==> src/rtl/icv_pkg.sv <==
// Shared types and constants for the image kernel convolution block.
// No dependencies; imported by icv_resq and image_kernel_convolution_top.
package icv_pkg;

    typedef enum logic
    {
        OP_PIXEL = 1'b0,
        OP_COEF  = 1'b1
    } op_t;

    localparam int CFG_IDX_W  = 2;
    localparam int CFG_DATA_W = 11;

    localparam logic [CFG_IDX_W-1:0] CFG_WIDTH  = 2'd0;
    localparam logic [CFG_IDX_W-1:0] CFG_KERNEL = 2'd1;
    localparam logic [CFG_IDX_W-1:0] CFG_MODE   = 2'd2;

    localparam int WIDTH_RESET  = 640;
    localparam int KERNEL_RESET = 3;

    localparam int KS_W      = 4;
    localparam int FRAC_BITS = 14;
    localparam int ROW_BITS  = 10;
    localparam int ROW_LIMIT = 1023;
    localparam int PIX_MAX   = 255;

    localparam int RQ_DEPTH = 8;
    localparam int RQ_AW    = 3;
    localparam int RQ_CW    = 4;

    typedef struct packed
    {
        logic [7:0] value;
        logic       valid_res;
        logic       last;
    } res_t;

endpackage

==> src/rtl/icv_resq.sv <==
// Result queue between the arithmetic pipeline and the output channel.
// Depends on icv_pkg (res_t, queue depth constants).
module icv_resq (
    input  logic          clk,
    input  logic          rst_n,
    input  logic          push,
    input  icv_pkg::res_t push_data,
    output logic          res_valid,
    input  logic          res_ready,
    output icv_pkg::res_t head
);
    import icv_pkg::*;

    res_t             q_mem [RQ_DEPTH];
    logic [RQ_AW-1:0] wptr_reg;
    logic [RQ_AW-1:0] rptr_reg;
    logic [RQ_CW-1:0] count_reg;
    logic [RQ_CW-1:0] count_next;
    logic             pop;

    assign res_valid = (count_reg != '0);
    assign pop       = res_valid && res_ready;
    assign head      = q_mem[rptr_reg];

    always_ff @(posedge clk)
    begin
        if (push)
        begin
            q_mem[wptr_reg] <= push_data;
        end
    end

    always_comb
    begin
        count_next = count_reg;
        unique case ({push, pop})
            2'b10:   count_next = count_reg + 1'b1;
            2'b01:   count_next = count_reg - 1'b1;
            default: count_next = count_reg;
        endcase
    end

    always_ff @(posedge clk or negedge rst_n)
    begin
        if (!rst_n)
        begin
            wptr_reg  <= '0;
            rptr_reg  <= '0;
            count_reg <= '0;
        end
        else
        begin
            if (push)
            begin
                wptr_reg <= wptr_reg + 1'b1;
            end
            if (pop)
            begin
                rptr_reg <= rptr_reg + 1'b1;
            end
            count_reg <= count_next;
        end
    end

endmodule

==> config.mk <==
export PLATFORM = sky130hd
export DESIGN_NAME = icv_resq
export DESIGN_NICKNAME = d
export VERILOG_FILES = /design/src/rtl/icv_pkg.sv /design/src/rtl/icv_resq.sv
export SDC_FILE = /design/constraint.sdc
export NUM_CORES = 1
export LEC_CHECK = 0
export BUFFER_PORTS_ARGS = -buffer_cell sky130_fd_sc_hd__buf_2
export CAP_MARGIN = 15
export CORE_ASPECT_RATIO = 1.25
export CORE_MARGIN = 2
export CORE_UTILIZATION = 51
export DETAILED_ROUTE_END_ITERATION = 8
export PLACE_DENSITY = 0.72
export RECOVER_POWER = 50
export SLEW_MARGIN = 20
export SYNTH_ARGS = -nofsm -noshare
export SYNTH_HDL_FRONTEND = slang
export SYNTH_SLANG_ARGS = --single-unit
==> constraint.sdc <==
create_clock -name clk -period 7.1 [get_ports clk]
set_input_delay 1.065 -clock clk [delete_from_list [all_inputs] [get_ports clk]]
set_output_delay 1.065 -clock clk [all_outputs]
set_load 0.05 [all_outputs]
Yosys cells after proc, flatten, opt, wreduce, memory -nomap -nowiden
Memories as Yosys holds them, arrays and structs flattened.
Cells that the tools add are included.
{"block": "word_totals", "regBits": 10, "ramBits": 80, "input_bits": 14, "out_inout_bits": 11, "word_cells": 16, "mem_count": 1}
{"block": "op_classes", "add_sub_neg": 4, "eq_ne": 2, "n_mux": 3, "n_reduce_logical": 3}
{"name": "q_mem", "depth": 8, "width": 10, "read_ports": 1, "rd_ports_with_merged_regs": 0, "write_ports": 1, "line_no": "icv_resq.sv:14", "rtl": "res_t q_mem [RQ_DEPTH];"}
{"cell": "$pmux W4 S2", "count": 1}
{"cell": "$add A3 B1 Y3 const B", "count": 2}
{"cell": "$add A4 B1 Y4 const B", "count": 1}
{"cell": "$reduce_bool A4 Y1", "count": 1}
{"cell": "$sub A4 B1 Y4 const B", "count": 1}
{"cell": "$eq A2 B1 Y1 const B", "count": 1}
{"cell": "$eq A2 B2 Y1 const B", "count": 1}
{"cell": "$mux W1", "count": 2}
{"cell": "$reduce_bool A2 Y1", "count": 1}
{"cell": "$logic_and A1 B1 Y1", "count": 1}

Logic depth before layout (Yosys ltp)
{"block": "depth", "ltp_word": 4, "ltp_mapped": 10, "ltp_nobuf": 10}

Worst setup path before layout
Ideal clock, no wire load.
{"block": "synth_path", "kind": "register to output", "startpoint": "register rptr_reg[0]", "endpoint": "output head[0] in the netlist's numbering", "arrival_time_ns": 1.491, "required_ns": 6.035, "setup_slack_ns": 4.544, "stages_incl_launch_ff": 4, "path_buffers": 1, "path_cell_list": "dfrtp_1 -> buf_6 -> mux4_1 -> mux2_2"}
{"element": "from (decl)", "line_no": "icv_resq.sv:16", "rtl": "logic [RQ_AW-1:0] rptr_reg;"}
{"element": "from (signal assigned)", "line_no": "icv_resq.sv:59", "rtl": "rptr_reg <= rptr_reg + 1'b1;"}
{"element": "to (decl)", "line_no": "icv_resq.sv:10", "rtl": "output icv_pkg::res_t head"}

==> impl_metrics.yaml <==
run_status:
  status: "finished clean"
power:
  p_leak_nw: 1.41
  ir_drop_v: 0.000246
  p_per_area_nw_per_um2: 429
synthesis:
  synthAdderAreaFrac_pct: 1.72
  synthSimpleGateAreaFrac_pct: 2.99
  synth_top_family_by_area: "multiplexers"
  ys_seq_area_share_pct: 72.8
  synthDistinctLibCells: 24
  synth_compound_area_share_pct: 0.618
  synth_mux_area_share_pct: 18.6
  syn_area_um2: 3640
  synthXorXnorAreaFrac_pct: 2.16
  synth.avg_cell_area_um2: 21.6
  ys_ff_latch: 90
  synthesis.nets: 188
  yosysWarningCount: 0
  netlist_instances: 169
setup_path:
  critical_path_class: "reg2out"
  crit_chain: "mux4_1 -> mux2_2 -> buf_2"
  cp.required_ns: 6.03
  crit_path_start_kind: "flip-flop"
  critPathMaxStageDelay_ns: 0.78
  cp_slowest_cell: "dfrtp_2"
  end_kind: "output pin"
  cp_max_fo: 22
  reg2reg_slack_ns: 4.53
  critical-path-top-delay-family: "multiplexers"
  cp.buffers_inverters: 1
  critPathArrivalTime_ns: 2.25
clock_network:
  cts_resized: 0
  cts_sinks: 90
  cts_root_buf: "clkbuf_8"
  clock_latency_ns: 0.34
  h-tree-depth: 3
  cts-buffers-inserted: 9
  cts_setup_buffers: 0
  cts_buffer_depth: 2
  hold_buffers: 0
  cts_tree: "yes"
  cts.reportedPaths.clkPinSlew_ns: 0.08
final_layout:
  num-fill-cells: 486
  nets: 220
  synthToLayoutAreaGrowth_pct: 12.0
  layout_commonest_cell: "edfxtp_1"
  drive_above_1_share_pct: 22.3
  finalInstanceArea_um2: 4080
  antennaDiodeCount: 0
  layout_common_cells: "edfxtp_1, mux4_1, clkbuf_1, mux2_2, buf_2"
  largest_reg_flops: 80
floorplan:
  die_w_um: 79.6
  fp-row-count: 34
  die_h_um: 98.5
  start_util_pct: 52.6
  dieArea_um2: 7840
  io_pins: 25
  coreArea_um2: 6930
job:
  maxCapViolCount: 0
sta:
  hold_viol_final: 0
  post-route-min-period_ns: 3.32
  worst_clock_skew_ns: 0.00630
  tns_ns: 0
  rsz0062_at_grt: "no"
  finalCritPeriodShare_pct: 46.7
  finalSetupViolCount: 0
  tightest_slew_ns: 1.08
  max-slew-margin-rel_pct: 28.0
  fmax_mhz: 301
  hold_ws_ns: 0.498
  slew_violations: 0
grt:
  antenna_found_initial: 0
  grt_max_degree: 23
  grt_pass1_wl_mm: 9.58
  grt_remaining_overflow: 0
  grt_pass1_vias: 1774
  grtUsageTotal_pct: 17.2
placed_design:
  gp_congestion: 0.711
  dpl.hpwl_mm: 3.88
  place_area_um2: 3860
  io_buffers: 24
detailed_routing:
  vias: 1676
  drt_iter0_drc: 153
  drc: 0
  viasPerCell: 5.66
  wl_per_cell_um: 20.4
  wl_mm: 6.05
  antenna_left: 0
  first_pass_iters: 4
worst_hold_path:
  hold_class: "reg2reg"
==> final cells by class <==
type	instances	area [um2]	share of cell area, %
timing repair buffer	26	120	2.94
tap	90	113	2.76
inverter	2	7.51	0.184
clock buffer	11	131	3.22
sequential	90	2650	65.0
multi-input combinational	72	955	23.4
clock inverter	5	103	2.51
==> power breakdown <==
| group | internal [W] | switching (W) |
|---|---|---|
| combinational | 0.000236 | 0.000332 |
| clock | 0.000234 | 0.000162 |
| sequential | 0.000678 | 0.000109 |
==> synthesized netlist by cell type <==
cell / number / area, um2
o41ai_1: 1 / 8.76
a41oi_1: 1 / 8.76
mux4_1: 19 / 499
nand2b_1: 3 / 18.8
nand2_2: 1 / 6.26
mux4_2: 1 / 22.5
or4_4: 1 / 11.3
mux2_2: 13 / 146
nand3_1: 1 / 5.00
buf_6: 2 / 22.5
clkbuf_1: 3 / 11.3
inv_1: 2 / 7.51
mux2i_1: 1 / 10.0
xnor2_1: 4 / 35.0
edfxtp_1: 80 / 2400
nor3_1: 3 / 15.0
nor4b_1: 1 / 8.76
nor2b_1: 1 / 6.26
a21oi_1: 1 / 5.00
nand2_1: 3 / 11.3
xor2_1: 5 / 43.8
ha_1: 5 / 62.6
dfrtp_1: 10 / 250
nor2_1: 7 / 26.3
==> kinds of logic (layout without fill, tap and decap cells) <==
family / after synthesis / in the layout
xor+xnor: 9 / 9
mux: 34 / 34
flops: 90 / 90
simple gates: 21 / 21
buf+inv: 7 / 44
fa+ha+maj: 5 / 5
compound gates: 3 / 3
==> metrics by stage <==
step | util [%] | std cells | power (W) | setup WS (ns)
6_report | 58.9 | 296 | 0.00175 | 3.78
5_1_grt | 58.9 | 296 | 0.00184 | 3.68
4_1_cts | 59.0 | 296 | 0.00177 | 3.39
3_5_place_dp | 55.6 | 280 | 0.00138 | 3.76
3_3_place_gp | 55.6 | 280 | 0.00134 | 3.83
2_1_floorplan | - | 169 | 0.00124 | 4.54
==> layer usage <==
metal,GRT usage [%],vias to the layer above,wire length (um)
met4,6.37,0,36
met3,4.67,5,215
met5,0,-,0
met1,21.6,874,2350
met2,28.8,30,3450
li1,-,767,-
==> worst paths after layout <==
| check | end | depth (start not counted) | startpoint |
|---|---|---|---|
| max | head[1] | 3 | rptr_reg[0] |
| min | count_reg[3] | 1 | count_reg[3] |
| max reg2reg | count_reg[2] | 10 | count_reg[1] |
| min reg2reg | count_reg[3] | 1 | count_reg[3] |
| max in group asynchronous | rptr_reg[0] | 1 | rst_n |
| min in group asynchronous | wptr_reg[0] | 1 | rst_n |
Power figures use the tool's default switching activity.
